**src/sv/bblur_pkg.sv**
```systemverilog
// Shared types and constants of the clipped 3x3 box blur.
`default_nettype none

package bblur_pkg;

    // Pixel and position formats.
    localparam int NCH   = 3;
    localparam int PIX_W = 16;
    localparam int POS_W = 10;
    localparam int CFG_W = 11;

    // Column sums over one, two and three rows.
    localparam int S1_W = 16;
    localparam int S2_W = 17;
    localparam int S3_W = 18;

    // Minimum and reset width of the image.
    localparam int MIN_WIDTH   = 3;
    localparam int RESET_WIDTH = 1024;

    // Job queue between the front and back ends.
    localparam int QDEPTH = 4;
    localparam int QPTR_W = 2;
    localparam int QCNT_W = 3;

    typedef logic [NCH-1:0][PIX_W-1:0] pix_t;

    // Sums of one source column over the last three, two and one rows.
    typedef struct packed {
        logic [S3_W-1:0] s3;
        logic [S2_W-1:0] s2;
        logic [S1_W-1:0] s1;
    } hsum_t;

    typedef hsum_t [NCH-1:0] colsum_t;

    // Everything the back end needs to produce the results of one pixel.
    typedef struct packed {
        colsum_t [2:0]    cols;
        logic [POS_W-1:0] row;
        logic [POS_W-1:0] col;
        logic             last_row;
        logic             last_col;
    } job_t;

    // Push side of the job queue.
    typedef struct packed {
        logic push;
        job_t job;
    } qpush_t;

endpackage

`default_nettype wire

```
**src/sv/bblur_queue.sv**
```systemverilog
// Job queue that decouples the front end from the back end.
`default_nettype none

module bblur_queue
    import bblur_pkg::*;
(
    input  wire logic         aclk,
    input  wire logic         aresetn,
    input  wire qpush_t       q_wr,
    input  wire logic         pop,
    output job_t              head,
    output logic              empty,
    output logic [QCNT_W-1:0] count
);

    job_t              slot_reg [QDEPTH];
    logic [QPTR_W-1:0] wr_ptr_reg, rd_ptr_reg;
    logic [QCNT_W-1:0] count_reg;

    assign head  = slot_reg[rd_ptr_reg];
    assign empty = (count_reg == '0);
    assign count = count_reg;

    // Pointers and fill level.
    always_ff @(posedge aclk) begin
        if (!aresetn) begin
            wr_ptr_reg <= '0;
            rd_ptr_reg <= '0;
            count_reg  <= '0;
        end else begin
            if (q_wr.push) begin
                wr_ptr_reg <= wr_ptr_reg + QPTR_W'(1);
            end
            if (pop) begin
                rd_ptr_reg <= rd_ptr_reg + QPTR_W'(1);
            end
            case ({q_wr.push, pop})
                2'b10:   count_reg <= count_reg + QCNT_W'(1);
                2'b01:   count_reg <= count_reg - QCNT_W'(1);
                default: count_reg <= count_reg;
            endcase
        end
    end

    // Job storage.
    always_ff @(posedge aclk) begin
        if (q_wr.push) begin
            slot_reg[wr_ptr_reg] <= q_wr.job;
        end
    end

endmodule

`default_nettype wire

```
**config.mk**
```make
export PLATFORM = sky130hd
export DESIGN_NAME = bblur_queue
export DESIGN_NICKNAME = d
export VERILOG_FILES = /design/src/sv/bblur_pkg.sv /design/src/sv/bblur_queue.sv
export SDC_FILE = /design/constraint.sdc
export NUM_CORES = 1
export LEC_CHECK = 0
export BUFFER_PORTS_ARGS = -buffer_cell sky130_fd_sc_hd__buf_2
export CAP_MARGIN = 20
export CORE_AREA = 5 5 378 380
export DETAILED_ROUTE_END_ITERATION = 7
export DIE_AREA = 0 0 383 385
export GPL_TIMING_DRIVEN = 0
export PLACE_DENSITY = 0.71
export SKIP_CTS_REPAIR_TIMING = 1
export SYNTH_ARGS = -nofsm -noshare
export SYNTH_HDL_FRONTEND = slang
export SYNTH_SLANG_ARGS = --single-unit
```
**constraint.sdc**
```tcl
create_clock -name aclk -period 17 [get_ports aclk]
set_input_delay 3.4 -clock aclk [delete_from_list [all_inputs] [get_ports aclk]]
set_output_delay 3.4 -clock aclk [all_outputs]
set_load 0.02 [all_outputs]
```
==> impl_metrics.csv <==
group,metric,value,unit
status,status,"finished, final reports clean",
grt,grt_use_met1,25.71,%
floorplanning,initial_core_util,50.24,%
timing,finalClockSkew,31.32,ps
clock_tree,path_clk_slew,60,ps
finish,largest_register_ffs,1924,
synthesis,yosysUniqueCellTypes,20,
setup_path,crit_fanout,10,
power_and_ir_drop,power.leakage,28.16,nW
min_path,min_from,"wr_ptr_reg[1]$_SDFFE_PN0P_",
finish,multiInputGateArea,11080,µm²
synthesis,synth_edf_count,1924,
floorplanning,die_w,383,µm
drt,ant_nets,0,
setup_path,start_kind,"flop",
grt,grt_pass1_vias,33690,
drt,wire_per_inst,27.77,µm
floorplanning,die_h,385,µm
timing,relSlewSlack,38.17,%
min_path,worstHoldEndpoint,"wr_ptr_reg[1]$_SDFFE_PN0P_",
grt,grt.overflow.total,0,
finish,stdcell_area,83960,µm²
placement,dp_slack,10730,ps
synthesis,yosysWarnings,0,
finish,fillers,9513,
clock_tree,clock-sinks,1933,
synthesis,ys_top_cells_by_count,"1924 x edfxtp_1, 481 x mux4_2, 53 x buf_2",
clock_tree,htreeDepth,4,
timing,setup_slack,10480,ps
power_and_ir_drop,ir_drop,0.1037,mV
setup_path,critical_path_required,13600,ps
setup_path,r2r-start,"wr_ptr_reg[0]$_SDFFE_PN0P_",
finish,areaGrowthSynthToFinish,20.36,%
power_and_ir_drop,power.density,127.3,nW/µm²
setup_path,cp.depth,6,
setup_path,path_class,"flop to primary output",
synthesis,yosysTopAreaCell,"edfxtp_1",
grt,met3_usage,8.560,%
synthesis,ys_seq_elements,1933,
min_path,min_path_type,"flop to flop",
setup_path,arrival,3120,ps
floorplanning,coreArea,138800,µm²
drt,routed_via_density,5.601,
setup_path,ff2ff_path_depth,7,
timing,hold_violations,0,
grt,met2_usage,35.47,%
synthesis,ys_top_cells_by_area,"edfxtp_1 83%, mux4_2 16%, buf_4 0.42%",
grt,antenna_found_initial,94,
timing,timing.fmax,0.1533,GHz
clock_tree,cts_buffers,186,
synthesis,synthesis.nets,3049,
setup_path,critical_path.slowest_cell,"buf_2",
synthesis,synth_most_common_cell,"edfxtp_1",
grt,busiest_layer,"met2",
timing,worst_pin_slew,927.4,ps
synthesis,syn_area,69750,µm²
floorplanning,num_io_pins,970,
setup_path,r2r_end,"slot_reg[3][429]$_DFFE_PP_",
drt,finalWirelength,160.5,mm
timing,setup_tns,0,ps
synthesis,ys_seq_area_share,83.09,%
synthesis,async_flop_share,0,%
grt,grt_use_total,21.54,%
run,maxCapViolCount,0,
timing,setup_viol_count_final,0,
min_path,holdPathStages,2,
clock_tree,insertion_delay,800,ps
setup_path,end_kind,"primary output",
clock_tree,clock_path_buffers,3,
drt,post-route-drc-count,0,
placement,dpl.hpwl,109.5,mm
timing,drv_slew,0,
drt,dr_total_vias,32370,
drt,drt_pass1_iterations,7,
finish,nets,4247,
grt,grt_max_degree,61,
floorplanning,die_area,147500,µm²
synthesis,synthesis.instances,2558,
placement,dpl_cell_area,77940,µm²
setup_path,cp_top_family,"buffers and inverters",
synthesis,synth_top_area_share,82.83,%
clock_tree,root_buffer,"clkbuf_16",
synthesis,ys.flop_type,"edfxtp_1",
setup_path,cp_slowest_stage_delay,470,ps
drt,drt_iter0_drc,2875,
timing,fin_crit_sh,38.36,%
setup_path,critPathBufInv,5,
synthesis,syn_area_per_cell,27.27,µm²
setup_path,cp_common_cell,"buf_2",
finish,drive_above_1_share,47.16,%
setup_path,reg2reg_setup_slack,13840,ps
placement,io_buffers,969,
finish,regArea,57960,µm²
floorplanning,num_rows,137,
grt,grt_pass1_wl,229.7,mm
timing,rsz0062_at_grt,"no",
timing,fin_crit,6522,ps
placement,place.gp.congestion,0.7670,
setup_path,cp_cell_sequence,"clkbuf_1, buf_2, buf_2, buf_2, mux4_2, buf_2",
clock_tree,cts_tree,"yes",
## report_power, final
group          leakage [nW]  switching [mW]  internal [mW]  total [mW]
registers              17.7          0.0466           5.48        5.53
logic                  7.58           0.756          0.470        1.23
clock network          2.84            1.69           2.24        3.93
total                  28.2            2.50           8.19        10.7
## per-stage QoR
stage          hold slack [ps]  power, mW  util [%]  std cells
2_1_floorplan            527.6      6.448         -       2558
3_5_place_dp             561.2      6.871     56.13       5375
6_report                 561.7      10.69     60.47       5780
3_3_place_gp             549.4      7.023     55.36       5334
4_1_cts                  566.1      10.80     60.35       5713
5_1_grt                  619.8      11.08     60.41       5748
## metal layers
layer	part of all wire, %	vias to the layer above
met5	0.17	-
met4	3.5	44
met3	11	329
met2	51	1343
met1	35	16950
li1	-	13710
## layout make-up
type / instances / area share, %
flip-flops and latches: 1933 / 69.03
multi-input cells: 511 / 13.20
repair buffers: 1010 / 7.043
clock buffers: 251 / 5.972
well taps: 1807 / 2.693
clock inverters: 87 / 1.000
plain buffers: 108 / 0.8346
diodes: 67 / 0.1997
inverters: 6 / 0.02682
## worst max path at each step
stage / slack [ps] / startpoint / endpoint
2_1_floorplan: 1890 / q_wr[481] / slot_reg[0][0]$_DFFE_PP_
3_3_place_gp: -6940 / q_wr[481] / slot_reg[1][410]$_DFFE_PP_
3_5_place_dp: 10730 / q_wr[481] / slot_reg[3][411]$_DFFE_PP_
4_1_cts: 10350 / flop / head[452]
5_1_grt: 10310 / flop / head[467]
6_report: 10480 / flop / head[467]
## worst min-delay path, stage by stage, from the launching register on
cell and delay [ps]:
dfxtp_1 340, mux2i_1 130, nor2b_1 50
## layout by cell type (no fill, tap or decap), types with 2 or more instances in the layout
cell,instances
buf_6,11
clkinv_1,36
clkinv_2,26
and2_1,6
edfxtp_1,1924
clkbuf_8,3
buf_16,33
buf_12,7
inv_1,6
nand2_1,2
clkinvlp_4,3
clkbuf_16,190
clkinv_16,5
clkinv_4,2
ha_1,5
buf_4,39
diode_2,67
clkbuf_1,63
mux4_2,481
xnor2_1,2
dfxtp_1,9
inv_6,2
buf_2,1022
xor2_1,3
bufinv_16,11
and2_4,4
o21ai_0,2
## cell families after synthesis
| logic type | after synthesis | synth area share, % |
|---|---|---|
| simple gates | 15 | 0.1256 |
| flops | 1933 | 83.09 |
| fa+ha+maj | 6 | 0.1184 |
| xor+xnor | 5 | 0.06279 |
| buf+inv | 114 | 1.037 |
| compound gates | 3 | 0.02512 |
| mux | 482 | 15.54 |
Note: power is estimated with default switching activity, not from simulation.
