**src/sv/bblur_pkg.sv**
```systemverilog
// Shared types and constants of the clipped 3x3 box blur.
`default_nettype none

package bblur_pkg;

    // Pixel and position formats.
    localparam int NCH   = 3;
    localparam int PIX_W = 16;
    localparam int POS_W = 10;
    localparam int CFG_W = 11;

    // Column sums over one, two and three rows.
    localparam int S1_W = 16;
    localparam int S2_W = 17;
    localparam int S3_W = 18;

    // Minimum and reset width of the image.
    localparam int MIN_WIDTH   = 3;
    localparam int RESET_WIDTH = 1024;

    // Job queue between the front and back ends.
    localparam int QDEPTH = 4;
    localparam int QPTR_W = 2;
    localparam int QCNT_W = 3;

    typedef logic [NCH-1:0][PIX_W-1:0] pix_t;

    // Sums of one source column over the last three, two and one rows.
    typedef struct packed {
        logic [S3_W-1:0] s3;
        logic [S2_W-1:0] s2;
        logic [S1_W-1:0] s1;
    } hsum_t;

    typedef hsum_t [NCH-1:0] colsum_t;

    // Everything the back end needs to produce the results of one pixel.
    typedef struct packed {
        colsum_t [2:0]    cols;
        logic [POS_W-1:0] row;
        logic [POS_W-1:0] col;
        logic             last_row;
        logic             last_col;
    } job_t;

    // Push side of the job queue.
    typedef struct packed {
        logic push;
        job_t job;
    } qpush_t;

endpackage

`default_nettype wire

```
**src/sv/bblur_back.sv**
```systemverilog
// Back end: walks the results of each job, averages and registers them.
`default_nettype none

module bblur_back
    import bblur_pkg::*;
(
    input  wire logic              aclk,
    input  wire logic              aresetn,
    input  wire job_t              head,
    input  wire logic              empty,
    output logic                   pop,
    output logic                   m_valid,
    input  wire logic              m_ready,
    output logic [PIX_W-1:0]       m_out_red,
    output logic [PIX_W-1:0]       m_out_green,
    output logic [PIX_W-1:0]       m_out_blue,
    output logic [POS_W-1:0]       m_out_row,
    output logic [POS_W-1:0]       m_out_col,
    output logic                   m_run_last
);

    localparam int WIN_W   = 20;
    localparam int RCP_W   = 24;
    localparam int RCP_SH  = 23;
    localparam int PROD_W  = WIN_W + RCP_W;

    // Reciprocals scaled by 2^23; exact for window sums below 2^20.
    localparam logic [RCP_W-1:0] RCP_DIV1 = 24'd8388608;
    localparam logic [RCP_W-1:0] RCP_DIV2 = 24'd4194304;
    localparam logic [RCP_W-1:0] RCP_DIV3 = 24'd2796203;
    localparam logic [RCP_W-1:0] RCP_DIV4 = 24'd2097152;
    localparam logic [RCP_W-1:0] RCP_DIV6 = 24'd1398102;
    localparam logic [RCP_W-1:0] RCP_DIV9 = 24'd932068;

    // Reciprocal of rows times columns inside the image.
    function automatic logic [RCP_W-1:0] recip(input logic [1:0] h, input logic [1:0] n);
        logic [RCP_W-1:0] r;
        unique case ({h, n}) inside
            4'b1111:          r = RCP_DIV9;
            4'b1110, 4'b1011: r = RCP_DIV6;
            4'b1010:          r = RCP_DIV4;
            4'b1101, 4'b0111: r = RCP_DIV3;
            4'b1001, 4'b0110: r = RCP_DIV2;
            default:          r = RCP_DIV1;
        endcase
        return r;
    endfunction

    // Column sum over the rows that the row step leaves inside the window.
    function automatic logic [WIN_W-1:0] pick(input hsum_t s, input logic [1:0] ri);
        logic [WIN_W-1:0] v;
        case (ri)
            2'd0:    v = WIN_W'(s.s3);
            2'd1:    v = WIN_W'(s.s2);
            default: v = WIN_W'(s.s1);
        endcase
        return v;
    endfunction

    logic       adv, issue, row_done, col_done, run_end;
    logic [1:0] ri_reg, ci_reg;
    logic [1:0] h, n;
    logic [NCH-1:0][WIN_W-1:0] win_sum;

    logic                      y_valid_reg;
    logic [NCH-1:0][WIN_W-1:0] y_sum_reg;
    logic [RCP_W-1:0]          y_rcp_reg;
    logic [POS_W-1:0]          y_row_reg, y_col_reg;
    logic                      y_last_reg;
    logic [NCH-1:0][PIX_W-1:0] quot;

    logic                      m_valid_reg;
    logic [NCH-1:0][PIX_W-1:0] m_pix_reg;
    logic [POS_W-1:0]          m_row_reg, m_col_reg;
    logic                      m_last_reg;

    // The whole back pipeline moves when the output register is free.
    assign adv      = !m_valid_reg || m_ready;
    assign issue    = adv && !empty;
    assign h        = 2'd3 - ri_reg;
    assign n        = 2'd3 - ci_reg;
    assign row_done = (ri_reg == (head.last_row ? 2'd2 : 2'd0));
    assign col_done = (ci_reg == (head.last_col ? 2'd2 : 2'd0));
    assign run_end  = row_done && col_done;
    assign pop      = issue && run_end;

    // Window sum: the columns from the current step to the right edge.
    always_comb begin
        for (int ch = 0; ch < NCH; ch++) begin
            win_sum[ch] = '0;
            for (int k = 0; k < 3; k++) begin
                if (2'(k) >= ci_reg) begin
                    win_sum[ch] = win_sum[ch] + pick(head.cols[k][ch], ri_reg);
                end
            end
        end
    end

    // Result walk over rows, then columns within a row.
    always_ff @(posedge aclk) begin
        if (!aresetn) begin
            ri_reg <= '0;
            ci_reg <= '0;
        end else if (issue) begin
            if (col_done) begin
                ci_reg <= '0;
                ri_reg <= row_done ? 2'd0 : ri_reg + 2'd1;
            end else begin
                ci_reg <= ci_reg + 2'd1;
            end
        end
    end

    // Sum stage.
    always_ff @(posedge aclk) begin
        if (!aresetn) begin
            y_valid_reg <= 1'b0;
        end else if (adv) begin
            y_valid_reg <= !empty;
        end
    end

    always_ff @(posedge aclk) begin
        if (adv) begin
            y_sum_reg  <= win_sum;
            y_rcp_reg  <= recip(h, n);
            y_row_reg  <= head.row + POS_W'(ri_reg);
            y_col_reg  <= head.col + POS_W'(ci_reg);
            y_last_reg <= run_end;
        end
    end

    // Division by reciprocal multiply, one multiplier per channel.
    always_comb begin
        for (int ch = 0; ch < NCH; ch++) begin
            quot[ch] = PIX_W'((PROD_W'(y_sum_reg[ch]) * PROD_W'(y_rcp_reg)) >> RCP_SH);
        end
    end

    // Output register.
    always_ff @(posedge aclk) begin
        if (!aresetn) begin
            m_valid_reg <= 1'b0;
        end else if (adv) begin
            m_valid_reg <= y_valid_reg;
        end
    end

    always_ff @(posedge aclk) begin
        if (adv) begin
            m_pix_reg  <= quot;
            m_row_reg  <= y_row_reg;
            m_col_reg  <= y_col_reg;
            m_last_reg <= y_last_reg;
        end
    end

    assign m_valid     = m_valid_reg;
    assign m_out_red   = m_pix_reg[0];
    assign m_out_green = m_pix_reg[1];
    assign m_out_blue  = m_pix_reg[2];
    assign m_out_row   = m_row_reg;
    assign m_out_col   = m_col_reg;
    assign m_run_last  = m_last_reg;

endmodule

`default_nettype wire

```
**config.mk**
```make
export PLATFORM = sky130hd
export DESIGN_NAME = bblur_back
export DESIGN_NICKNAME = d
export VERILOG_FILES = /design/src/sv/bblur_pkg.sv /design/src/sv/bblur_back.sv
export SDC_FILE = /design/constraint.sdc
export NUM_CORES = 2
export LEC_CHECK = 0
export BUFFER_PORTS_ARGS = -buffer_cell sky130_fd_sc_hd__buf_2
export CAP_MARGIN = 20
export CORE_MARGIN = 1.5
export CORE_UTILIZATION = 60
export DETAILED_ROUTE_END_ITERATION = 10
export PLACE_DENSITY = 0.82
export SLEW_MARGIN = 20
export SYNTH_ARGS = -nofsm -noshare
export SYNTH_HDL_FRONTEND = slang
export SYNTH_SLANG_ARGS = --single-unit
```
**constraint.sdc**
```tcl
create_clock -name aclk -period 9.2 [get_ports aclk]
set_clock_uncertainty 0.1 [all_clocks]
set_input_delay 1.84 -clock aclk [delete_from_list [all_inputs] [get_ports aclk]]
set_output_delay 1.84 -clock aclk [all_outputs]
set_load 0.1 [all_outputs]
```
==> results.json <==
{
  "rows": 100,
  "drt_pass1_iterations": 7,
  "cts_hold_buf": 0,
  "drt-met1-wl_mm": 53.4,
  "drcViolationCount": 0,
  "path_class": "reg -> reg",
  "avgSynthCellArea_um2": 9.22,
  "min_path_type": "reg -> reg",
  "post_cts_buffers": 0,
  "wirelength_mm": 142,
  "ioPinCount": 556,
  "ctsResizeCount": 0,
  "worstMarginPinSlew_ns": 0.979,
  "synth_top_area_frac": 0.374,
  "grt_pass1_vias": 38000,
  "h-tree-depth": 4,
  "end_kind": "flop",
  "synthArstFlopShare": 0,
  "portBuffers": 555,
  "cts_root_buf": "clkbuf_16",
  "status": "completed",
  "hold_viol": 0,
  "largest_reg_flops": 60,
  "grt_overflow": 0,
  "track_usage": 0.378,
  "critPathMaxFanout": 19,
  "via_per_inst": 5.62,
  "netlist_area_um2": 45400,
  "antenna_found_initial": 20,
  "synth-seq-cells": 164,
  "syn2layout_area_growth_pct": 9.77,
  "final_nets": 7241,
  "core_um2": 74700,
  "path_common_cell": "fa_1",
  "seq_area_frac_synth": 0.107,
  "slew_viol_final": 0,
  "worstSkewPairLatency_ns": 0.50,
  "max_freq_mhz": 120,
  "first_iter_violations": 2942,
  "cts_buffers": 17,
  "fp.dieH_um": 278,
  "synth_cell_type_count": 71,
  "cts_tree": "built",
  "synth_nets": 6784,
  "dp.cells": 6334,
  "die_area_um2": 77400,
  "clkTransAtPathRegs_ns": 0.09,
  "slew_headroom": 0.347,
  "r2r_cells": 25,
  "dr_wl_met2_mm": 67.3,
  "wl_met3_mm": 11.7,
  "max_stage_delay_ns": 0.72,
  "num_vias": 35900,
  "hpwl_mm": 125,
  "start_kind": "flop",
  "crit_arrival_ns": 8.50,
  "die_w_um": 278,
  "grt_max_degree": 87,
  "fin_crit_ns": 8.37,
  "synth_ff_type": "edfxtp_1",
  "finalSetupTns_ns": 0,
  "ant_nets": 0,
  "crit_required_ns": 9.34,
  "clockBufferDepth": 2,
  "regArea_um2": 4860,
  "instances_no_fill": 6383,
  "gp_congestion": 1.03,
  "fin_crit_sh": 0.909,
  "yosys_warnings": 0,
  "post_drt_wl_per_cell_um": 22.2,
  "netlist_instances": 4927,
  "multi_input_area_um2": 35500,
  "layout-drive-gt1-share": 0.125,
  "fill_cells": 6044,
  "clkSinkCount": 164,
  "setup_viol": 0,
  "cap_violations": 0,
  "start_util": 0.608,
  "slowest_stage": "edfxtp_1",
  "topRoutingLayerUsed": "met5",
  "rsz0062_at_grt": "false",
  "yosys-top-cells-area": "fa_1, ha_1, edfxtp_1",
  "finish.utilization": 0.668,
  "grt_pass1_wl_mm": 218,
  "hold_depth": 0,
  "yosysTopAreaCell": "fa_1",
  "synth_edf_count": 158
}
per-stage QoR:
stage	hold WS [ns]	worst slack, ns	area (µm²)
4_1_cts	0.322	0.925	49800
6_report	0.321	0.835	49900
5_1_grt	0.329	0.431	49900
3_5_place_dp	0.305	1.07	49200
3_3_place_gp	0.301	1.30	49200
2_1_floorplan	0.300	1.88	45400
logic make-up after synthesis:
logic type      count (synthesis)  synth area share
mux                            40           0.00989
simple gates                 1131             0.115
compound gates                659            0.0992
xor+xnor                      196            0.0378
buf+inv                      1365             0.113
fa+ha+maj                    1372             0.518
flops                         164             0.107
cell usage after synthesis (all sizes together), types with 36 or more instances:
cell type,count
nand2,599
a21oi,126
xnor2,120
clkbuf,124
mux2,36
o21ai,98
inv,1221
a21boi,46
a22oi,152
ha,523
fa,849
a21o,70
xor2,76
nor2,116
and2,236
edfxtp,158
worst max-delay path, delay by kind of cell (launching register included):
kind | cells | cell delay, ns
adder cells (fa/ha/maj) | 8 | 3.61
AO/OA/AOI/OAI | 9 | 2.51
flip-flops | 1 | 0.72
buffers and inverters | 5 | 0.56
AND/OR/NAND/NOR | 2 | 0.42
XOR/XNOR | 1 | 0.16
placed cells by master, fill, tap and decap left out, drive strengths merged, types with 32 or more instances in the layout:
cell type / instances
mux2: 36
buf: 582
and2: 236
xnor2: 120
edfxtp: 158
o21ai: 98
xor2: 76
a21oi: 126
nor2: 116
fa: 849
a22oi: 152
nand3: 33
a21boi: 46
ha: 523
nand2: 599
nor3: 32
a21o: 70
inv: 1227
path summary, 6_finish.rpt:
path / slack [ns] / start / endpoint
hold / removal: 0.32 / y_row_reg[3] / m_out_row[3]
setup / recovery: 0.83 / y_rcp_reg[20] / m_out_green[14]
setup reg to reg: 0.83 / y_rcp_reg[20] / m_out_green[14]
hold reg to reg: 0.32 / y_row_reg[3] / m_out_row[3]
cell type report:
cell class | instances | area share
Tap cell | 969 | 0.0243
Clock inverter | 15 | 0.00394
Multi-Input combinational cell | 3398 | 0.712
Inverter | 1221 | 0.0920
Antenna cell | 17 | 0.000853
Sequential cell | 164 | 0.0975
Timing Repair Buffer | 582 | 0.0613
Clock buffer | 17 | 0.00853
routing by layer:
metal  vias to the layer above  global-route usage
met5                         -                   0
met4                         4               0.214
met3                       330              0.0675
met2                      1620               0.627
met1                     17600               0.467
li1                      16300                   -
Power is not shown: default switching activity piles up to over one toggle a cycle in this logic, so the estimate is an artifact.
